$ cat src/hdl/hds_pkg.sv
// hds_pkg: shared constants and types of the heat diffusion stencil unit
// no dependencies; used by hds_row_store, hds_result_fifo and the top level
`default_nettype none

package hds_pkg;

  // default row capacity of the row stores
  localparam int MAX_WIDTH_DEF = 1024;

  // field and register widths
  localparam int VAL_W      = 32;
  localparam int ROW_W      = 16;
  localparam int GW_W       = 11;
  localparam int GH_W       = 16;
  localparam int COEFF_W    = 16;
  localparam int FRAC_W     = 16;
  localparam int APB_DATA_W = 32;
  localparam int PADDR_W    = 4;

  // register reset values
  localparam logic [GW_W-1:0]    GRID_WIDTH_RST  = 11'd1024;
  localparam logic [GH_W-1:0]    GRID_HEIGHT_RST = 16'd1024;
  localparam logic [COEFF_W-1:0] COEFF_RST       = 16'd6554;

  // smallest grid side handled; narrower settings are raised to it
  localparam int MIN_GRID = 3;

  // stencil arithmetic: center weight of four is a shift by two
  localparam int CENTER_WEIGHT_LOG2 = 2;
  localparam int SUM_W  = VAL_W + 4;
  localparam int PROD_W = SUM_W + COEFF_W + 1;
  localparam int ACC_W  = PROD_W + 1;
  localparam logic [FRAC_W-1:0] ROUND_HALF = 16'h8000;

  // result queue depth (power of two)
  localparam int RESULT_DEPTH = 16;

  // register index, taken from paddr word bits
  typedef enum logic [1:0] {
    REG_GRID_WIDTH  = 2'd0,
    REG_GRID_HEIGHT = 2'd1,
    REG_DIFF_COEFF  = 2'd2
  } reg_idx_t;

endpackage

`default_nettype wire

$ cat src/hdl/hds_result_fifo.sv
// hds_result_fifo: result queue taking up to two results per cycle, draining one
// while out_stall is low; depends on hds_pkg for the default depth
`default_nettype none

module hds_result_fifo #(
  parameter int DATA_W = 1,
  parameter int DEPTH  = hds_pkg::RESULT_DEPTH
) (
  input  wire                          clk,
  input  wire                          rst,
  input  wire                          push_a,
  input  wire  [DATA_W-1:0]            data_a,
  input  wire                          push_b,
  input  wire  [DATA_W-1:0]            data_b,
  output logic                         out_valid,
  input  wire                          out_stall,
  output logic [DATA_W-1:0]            out_data,
  output logic [$clog2(DEPTH+1)-1:0]   count
);

  localparam int PTR_W = $clog2(DEPTH);
  localparam int CNT_W = $clog2(DEPTH + 1);

  logic [DATA_W-1:0] slots [DEPTH];
  logic [PTR_W-1:0]  wr_ptr;
  logic [PTR_W-1:0]  wr_ptr_b;
  logic [PTR_W-1:0]  rd_ptr;
  logic [CNT_W-1:0]  count_next;
  logic              pop;

  // second result lands behind the first
  assign wr_ptr_b   = wr_ptr + PTR_W'(push_a);
  assign pop        = out_valid && !out_stall;
  assign count_next = count + CNT_W'(push_a) + CNT_W'(push_b) - CNT_W'(pop);

  // storage
  always_ff @(posedge clk) begin
    if (push_a) begin
      slots[wr_ptr] <= data_a;
    end
    if (push_b) begin
      slots[wr_ptr_b] <= data_b;
    end
  end

  // pointers and fill count
  always_ff @(posedge clk) begin
    if (rst) begin
      wr_ptr <= '0;
      rd_ptr <= '0;
      count  <= '0;
    end else begin
      wr_ptr <= wr_ptr + PTR_W'(push_a) + PTR_W'(push_b);
      rd_ptr <= rd_ptr + PTR_W'(pop);
      count  <= count_next;
    end
  end

  // head of queue
  assign out_valid = (count != '0);
  assign out_data  = slots[rd_ptr];

  // queue never overfills
  assert property (@(posedge clk) disable iff (rst) count <= CNT_W'(DEPTH))
    else $error("result queue overflow");

  // pointer distance matches the fill count
  assert property (@(posedge clk) disable iff (rst)
    (wr_ptr - rd_ptr) == count[PTR_W-1:0])
    else $error("result queue pointers and count disagree");

  // a result taken at the head leaves the count one lower unless refilled
  assert property (@(posedge clk) disable iff (rst)
    (pop && !push_a && !push_b) |=> count == $past(count) - CNT_W'(1))
    else $error("result queue count did not drop on pop");

endmodule

`default_nettype wire

$ cat config.mk
export PLATFORM = sky130hd
export DESIGN_NAME = hds_result_fifo
export DESIGN_NICKNAME = d
export VERILOG_FILES = /design/src/hdl/hds_pkg.sv /design/src/hdl/hds_result_fifo.sv
export SDC_FILE = /design/constraint.sdc
export NUM_CORES = 1
export LEC_CHECK = 0
export BUFFER_PORTS_ARGS = -buffer_cell sky130_fd_sc_hd__buf_2
export CELL_PAD_IN_SITES_DETAIL_PLACEMENT = 0
export CELL_PAD_IN_SITES_GLOBAL_PLACEMENT = 1
export CORE_MARGIN = 10
export CORE_UTILIZATION = 40
export CTS_BUF_LIST = sky130_fd_sc_hd__clkbuf_2 sky130_fd_sc_hd__clkbuf_4 sky130_fd_sc_hd__clkbuf_8
export CTS_CLUSTER_DIAMETER = 200
export DETAILED_ROUTE_END_ITERATION = 16
export PLACE_DENSITY = 0.79
export SLEW_MARGIN = 20
export SYNTH_ARGS = -nofsm -noshare
export SYNTH_HDL_FRONTEND = slang
export SYNTH_SLANG_ARGS = --single-unit
export TNS_END_PERCENT = 5
$ cat constraint.sdc
create_clock -name clk -period 2.3 [get_ports clk]
set_input_delay 0.115 -clock clk [delete_from_list [all_inputs] [get_ports clk]]
set_output_delay 0.115 -clock clk [all_outputs]
set_load 0.02 [all_outputs]
==> impl_metrics.py, run 1 <==
metrics = {
    "timing": {
        "timing.hold.ws_ns": 0.182,
        "final-setup-viol-count": 0,
        "tns_ns": 0,
        "rsz0062_at_grt": "true",
        "fin_crit_sh": 0.971,
        "worstMarginPinSlew_ns": 0.491,
        "relSlewSlack": 0.672,
        "drv_slew": 0,
        "skew_ns": 0.00460,
        "timing_hold_violations_final": 0,
        "fmax_ghz": 0.448,
        "finalCriticalPeriod_ns": 2.23,
    },
    "final_layout": {
        "fin_util": 0.505,
        "fillers": 476,
        "diodes": 0,
        "final_layout_size_suffix_gt1_frac": 0.364,
        "syn_to_final_growth_pct": 20.9,
        "nets": 239,
        "stdcell_area_um2": 2400,
        "multi_input_area_um2": 1210,
        "seq_area_um2": 752,
    },
    "critical_path": {
        "worstPathMaxFanout": 3,
        "cp_cell_sequence": "inv_2, ha_4, a31oi_4, ha_4, fa_2, fa_2, nor2b_2, o21bai_1, nand3_1, nor3b_1",
        "crit_buf_inv": 1,
        "cp_top_family": "adder cells",
        "cp_data_required_time_ns": 2.50,
        "worst_setup_path_start_kind": "flop",
        "cpMaxStageDelayCell": "fa_2",
        "path_class": "reg2reg",
        "end_kind": "flop",
        "arrival_ns": 2.43,
        "cpPeakStageDelay_ns": 0.37,
    },
    "drt": {
        "via_per_inst": 5.45,
        "wl_um": 4750,
        "route.antenna.remaining_nets": 0,
        "drt_iter0_drc": 147,
        "drc_errors": 0,
        "vias": 1564,
        "drt-pass1-iter-count": 4,
        "wl_per_cell_um": 16.5,
    },
    "die": {
        "initial_core_util": 0.417,
        "core_um2": 4750,
        "die_w_um": 90.4,
        "rows": 25,
        "fp.dieH_um": 90.4,
        "die-area_um2": 8180,
        "ios": 14,
    },
    "synthesis": {
        "async_flop_share": 0,
        "synth_most_common_cell": "nand3_1",
        "yosys_warnings": 0,
        "synth-edff-count": 16,
        "synth_top_area_cell": "edfxtp_1",
        "netlist_area_um2": 1980,
        "synthDistinctLibCells": 40,
        "ys_top_cells_by_area": "edfxtp_1 (24%), dfxtp_1 (13%), mux2_2 (8.5%)",
        "synth.avg_cell_area_um2": 10.3,
        "syn_inst": 192,
        "synth_top_area_frac": 0.242,
        "synthTopCellsByCount": "nand3_1 (18), edfxtp_1 (16), mux2_2 (15), dfxtp_1 (13), ha_1 (11)",
        "ys_seq_area_frac": 0.373,
        "ys_ff_latch": 29,
        "synth_fp_nets": 212,
        "synth_ff_type": "edfxtp_1",
    },
    "hold_path": {
        "min_path_type": "in2reg",
    },
    "power_and_ir_drop": {
        "cellPowerDensity_nw_per_um2": 951,
        "p_leak_nw": 0.869,
        "ir_drop_uv": 627,
        "power_w": 0.00228,
    },
    "global_route": {
        "grt_first_pass_wirelength_um": 8380,
        "grt.total_usage": 0.125,
        "grt_pass1_vias": 1692,
        "antenna_found_initial": 0,
        "grt_max_degree": 19,
        "grt-ovfl-total": 0,
    },
    "clock_network": {
        "cts_htree_levels": 2,
        "cts_root_buf": "clkbuf_8",
        "cts_max_path_buffers": 2,
        "clock_latency_ns": 0.28,
        "cts_sinks": 29,
        "cts_tree": "yes",
        "clk_pin_slew_ns": 0.06,
        "numCtsBuffers": 5,
    },
    "status": {
        "status": "completed",
    },
    "job": {
        "maxCapViolCount": 0,
    },
    "placed_design": {
        "gp_congestion": 0.876,
        "placed_area_um2": 2250,
        "io_buffers": 13,
        "dp_hpwl_um": 3500,
    },
}
[placed cells by master (no fill, tap or decap), types with 4 or more instances in the layout]
| master | count |
|---|---|
| a31oi_1 | 8 |
| buf_2 | 13 |
| buf_4 | 17 |
| clkbuf_8 | 6 |
| dfxtp_1 | 8 |
| edfxtp_1 | 16 |
| ha_1 | 9 |
| inv_1 | 8 |
| mux2_2 | 15 |
| mux4_2 | 5 |
| nand3_1 | 18 |
| nor2_1 | 7 |
| nor2b_1 | 6 |
| nor3_1 | 7 |
| o21ai_0 | 9 |
| o22ai_1 | 8 |
| o31ai_1 | 8 |
| xnor2_1 | 4 |
[stage by stage]
step                      worst slack [ns]  cells
after detailed placement           -0.0650    279
after CTS                          0.00988    287
final                               0.0669    287
after global placement            0.000379    279
after global routing               -0.0193    287
after floorplan                     0.0108    192
[worst register-to-register path: cells and delay by family, from the launching register on]
kind / cells / cell delay, ns
AND/OR/NAND/NOR: 3 / 0.38
buffers and inverters: 1 / 0.05
flip-flops: 1 / 0.35
AO/OA/AOI/OAI: 2 / 0.26
adder cells (fa/ha/maj): 4 / 1.12
[what timing repair did]
| action | 4_1_cts | 5_1_grt |
|---|---|---|
| setup buffers | 0 | 0 |
| resized for setup | 3 | 2 |
| hold endpoints to repair | 0 | 0 |
| hold buffers | 0 | 0 |
| pin swaps | 3 | 1 |
| endpoints found under the setup margin | 1 | 2 |
[worst paths after layout]
check	startpoint	to	slack (ns)	depth (start not counted)
hold / removal	rst	count[1]	0.18	2
hold reg to reg	rd_ptr[3]	rd_ptr[3]	0.54	2
setup reg to reg	count[2]	count[4]	0.07	10
setup / recovery	count[2]	count[4]	0.07	10
[kinds of logic (layout without fill, tap and decap cells)]
family | count (synthesis) | count (layout) | synth area share
AND/OR/NAND/NOR | 59 | 59 | 0.175
AO/OA/AOI/OAI | 42 | 42 | 0.136
flip-flops | 29 | 29 | 0.373
multiplexers | 22 | 22 | 0.153
buffers and inverters | 20 | 48 | 0.0416
adder cells (fa/ha/maj) | 13 | 13 | 0.0895
XOR/XNOR | 7 | 7 | 0.0309
[routing by layer]
metal | global-route usage | share of wire | wire length [um] | vias to the layer above
met5 | 0 | 0 | 0 | -
met4 | 0.0637 | 0.010 | 48 | 0
met3 | 0.0308 | 0.041 | 196 | 2
met2 | 0.209 | 0.49 | 2320 | 39
met1 | 0.146 | 0.46 | 2180 | 738
li1 | - | - | - | 785
[report_power, final]
group,total (W),switching [W],leakage [nW],internal (W)
Sequential,0.000714,0.0000693,0.254,0.000645
Combinational,0.00102,0.000533,0.553,0.000485
Clock,0.000551,0.000187,0.0619,0.000364
[final cells by class]
class | instances | share of cell area
Clock inverter | 1 | 0.0125
Sequential cell | 29 | 0.313
Clock buffer | 7 | 0.0375
Multi-Input combinational cell | 143 | 0.506
Timing Repair Buffer | 30 | 0.0803
Inverter | 10 | 0.0156
Tap cell | 67 | 0.0349
[state kept, by name (all words and copies together) (netlist names)]
name,flops
count,5
slots,16
wr_ptr,4
rd_ptr,4
(Power assumes the default switching activity.)
==> run 2: changes to the inputs <==
--- a/config.mk
+++ b/config.mk
@@ -10,7 +10,6 @@
 export CELL_PAD_IN_SITES_GLOBAL_PLACEMENT = 1
 export CORE_MARGIN = 10
 export CORE_UTILIZATION = 40
-export CTS_BUF_LIST = sky130_fd_sc_hd__clkbuf_2 sky130_fd_sc_hd__clkbuf_4 sky130_fd_sc_hd__clkbuf_8
 export CTS_CLUSTER_DIAMETER = 200
 export DETAILED_ROUTE_END_ITERATION = 16
 export PLACE_DENSITY = 0.79
==> impl_metrics.py, run 2 (synthesis gave the netlist of run 1 again) <==
metrics = {
    "final_layout": {
        "stdcell_area_um2": 2400,
        "seq_area_um2": 752,
        "syn_to_final_growth_pct": 20.7,
        "diodes": 0,
        "layout_common_cells": "nand3_1 (18), buf_4 (17), edfxtp_1 (16)",
        "final_common_cell": "nand3_1",
        "final_layout_size_suffix_gt1_frac": 0.359,
        "multi_input_area_um2": 1210,
        "nets": 239,
        "fin_util": 0.504,
        "fillers": 478,
        "largest_reg_flops": 16,
        "max_flop_register": "slots",
        "top_regs": "slots x16, count x5",
    },
    "critical_path": {
        "cp_data_required_time_ns": 2.50,
        "r2r_slack_ns": 0.07,
        "reg2reg_to": "count[4]",
        "critPathLaunch": "count[2]",
        "crit_end": "count[4]",
        "worst_setup_path_start_kind": "flop",
        "cpPeakStageDelay_ns": 0.37,
        "cpMaxStageDelayCell": "fa_2",
        "arrival_ns": 2.43,
        "worstPathMaxFanout": 3,
        "cp_top_family": "adder cells",
        "worstRegToRegCells": 10,
        "crit_buf_inv": 1,
        "cp_cell_sequence": "inv_2, ha_4, a31oi_4, ha_4, fa_2, fa_2, nor2b_2, o21bai_1, nand3_1, nor3b_1",
        "rr_startpoint": "count[2]",
        "path_class": "reg2reg",
        "end_kind": "flop",
        "worst-path-stages": 10,
    },
    "clock_network": {
        "clk_pin_slew_ns": 0.06,
        "cts_root_buf": "clkbuf_8",
        "cts_max_path_buffers": 2,
        "post_cts_buffers": 0,
        "cts_htree_levels": 2,
        "numCtsBuffers": 5,
        "cts_tree": "yes",
        "cts_sinks": 29,
        "clock_latency_ns": 0.28,
        "ctsHoldBuffers": 0,
    },
    "global_route": {
        "grt_first_pass_wirelength_um": 8380,
        "grt-ovfl-total": 0,
        "antenna_found_initial": 0,
        "grt_max_degree": 19,
        "grt_pass1_vias": 1692,
        "grt.total_usage": 0.125,
    },
    "timing": {
        "skew_ns": 0.00432,
        "drv_slew": 0,
        "timing.hold.ws_ns": 0.180,
        "final-setup-viol-count": 0,
        "rsz0062_at_grt": "true",
        "timing_hold_violations_final": 0,
        "fmax_ghz": 0.448,
        "finalCriticalPeriod_ns": 2.23,
        "fin_crit_sh": 0.971,
        "worstMarginPinSlew_ns": 0.491,
        "tns_ns": 0,
        "relSlewSlack": 0.672,
    },
    "drt": {
        "wl_per_cell_um": 16.5,
        "drc_errors": 0,
        "via_per_inst": 5.45,
        "drt-pass1-iter-count": 4,
        "drt_iter0_drc": 147,
        "vias": 1564,
        "wl_um": 4750,
        "route.antenna.remaining_nets": 0,
    },
    "die": {
        "die_w_um": 90.4,
        "die-area_um2": 8180,
        "core_um2": 4750,
        "ios": 14,
        "rows": 25,
        "initial_core_util": 0.417,
        "fp.dieH_um": 90.4,
    },
    "placed_design": {
        "io_buffers": 13,
        "placed_area_um2": 2250,
        "dp_hpwl_um": 3500,
        "gp_congestion": 0.876,
    },
    "power_and_ir_drop": {
        "cellPowerDensity_nw_per_um2": 948,
        "p_leak_nw": 0.866,
        "ir_drop_uv": 596,
        "power_w": 0.00227,
    },
    "status": {
        "status": "completed",
    },
    "job": {
        "maxCapViolCount": 0,
    },
    "hold_path": {
        "min_path_type": "in2reg",
    },
}
==> run 2: cell count changes in the layout (fill, tap and decap cells not counted) <==
cell | previous run | this run
clkbuf_1 | 0 | 1
clkbuf_4 | 1 | 0
==> run 2: layout make-up <==
type,instances,area share
multi-input combinational,143,0.507
sequential,29,0.314
timing repair buffer,30,0.0804
clock buffer,7,0.0360
tap,67,0.0350
inverter,10,0.0157
clock inverter,1,0.0125
==> run 2: worst min path at each step <==
stage	startpoint	to	slack (ns)	cells after the start
after floorplan	rst	rd_ptr[0]	0.19	1
after global placement	rst	count[0]	0.46	2
after detailed placement	rst	count[0]	0.46	2
after CTS	rst	count[1]	0.18	2
after global routing	rst	count[1]	0.19	2
final	rst	count[1]	0.18	2
==> run 2: timing repair <==
item,in CTS,in global routing
cloned,0,0
endpoints found under the setup margin,1,2
pin swaps,3,1
resized for setup,3,2
==> run 2: worst register-to-register path, stage by stage (launching register included) <==
cell	delay, ns
dfxtp_4	0.35
inv_2	0.05
ha_4	0.16
a31oi_4	0.16
ha_4	0.23
fa_2	0.36
fa_2	0.37
nor2b_2	0.12
o21bai_1	0.10
nand3_1	0.09
nor3b_1	0.17
==> run 2: routing by layer <==
metal  part of all wire  GRT usage
met1               0.46      0.146
met2               0.49      0.209
met3              0.041     0.0308
met4              0.010     0.0637
met5                  0          0
==> run 2: per-stage QoR <==
stage / setup WS (ns) / cells
finish: 0.0670 / 287
global route: -0.0193 / 287
CTS: 0.00992 / 287
detailed placement: -0.0650 / 279
global placement: 0.000379 / 279
floorplan: 0.0108 / 192
==> run 2: where the power goes <==
part | switching [W] | total [W] | leakage [nW] | internal, W
clock | 0.000186 | 0.000539 | 0.0585 | 0.000353
sequential | 0.0000693 | 0.000714 | 0.254 | 0.000645
combinational | 0.000533 | 0.00102 | 0.553 | 0.000485
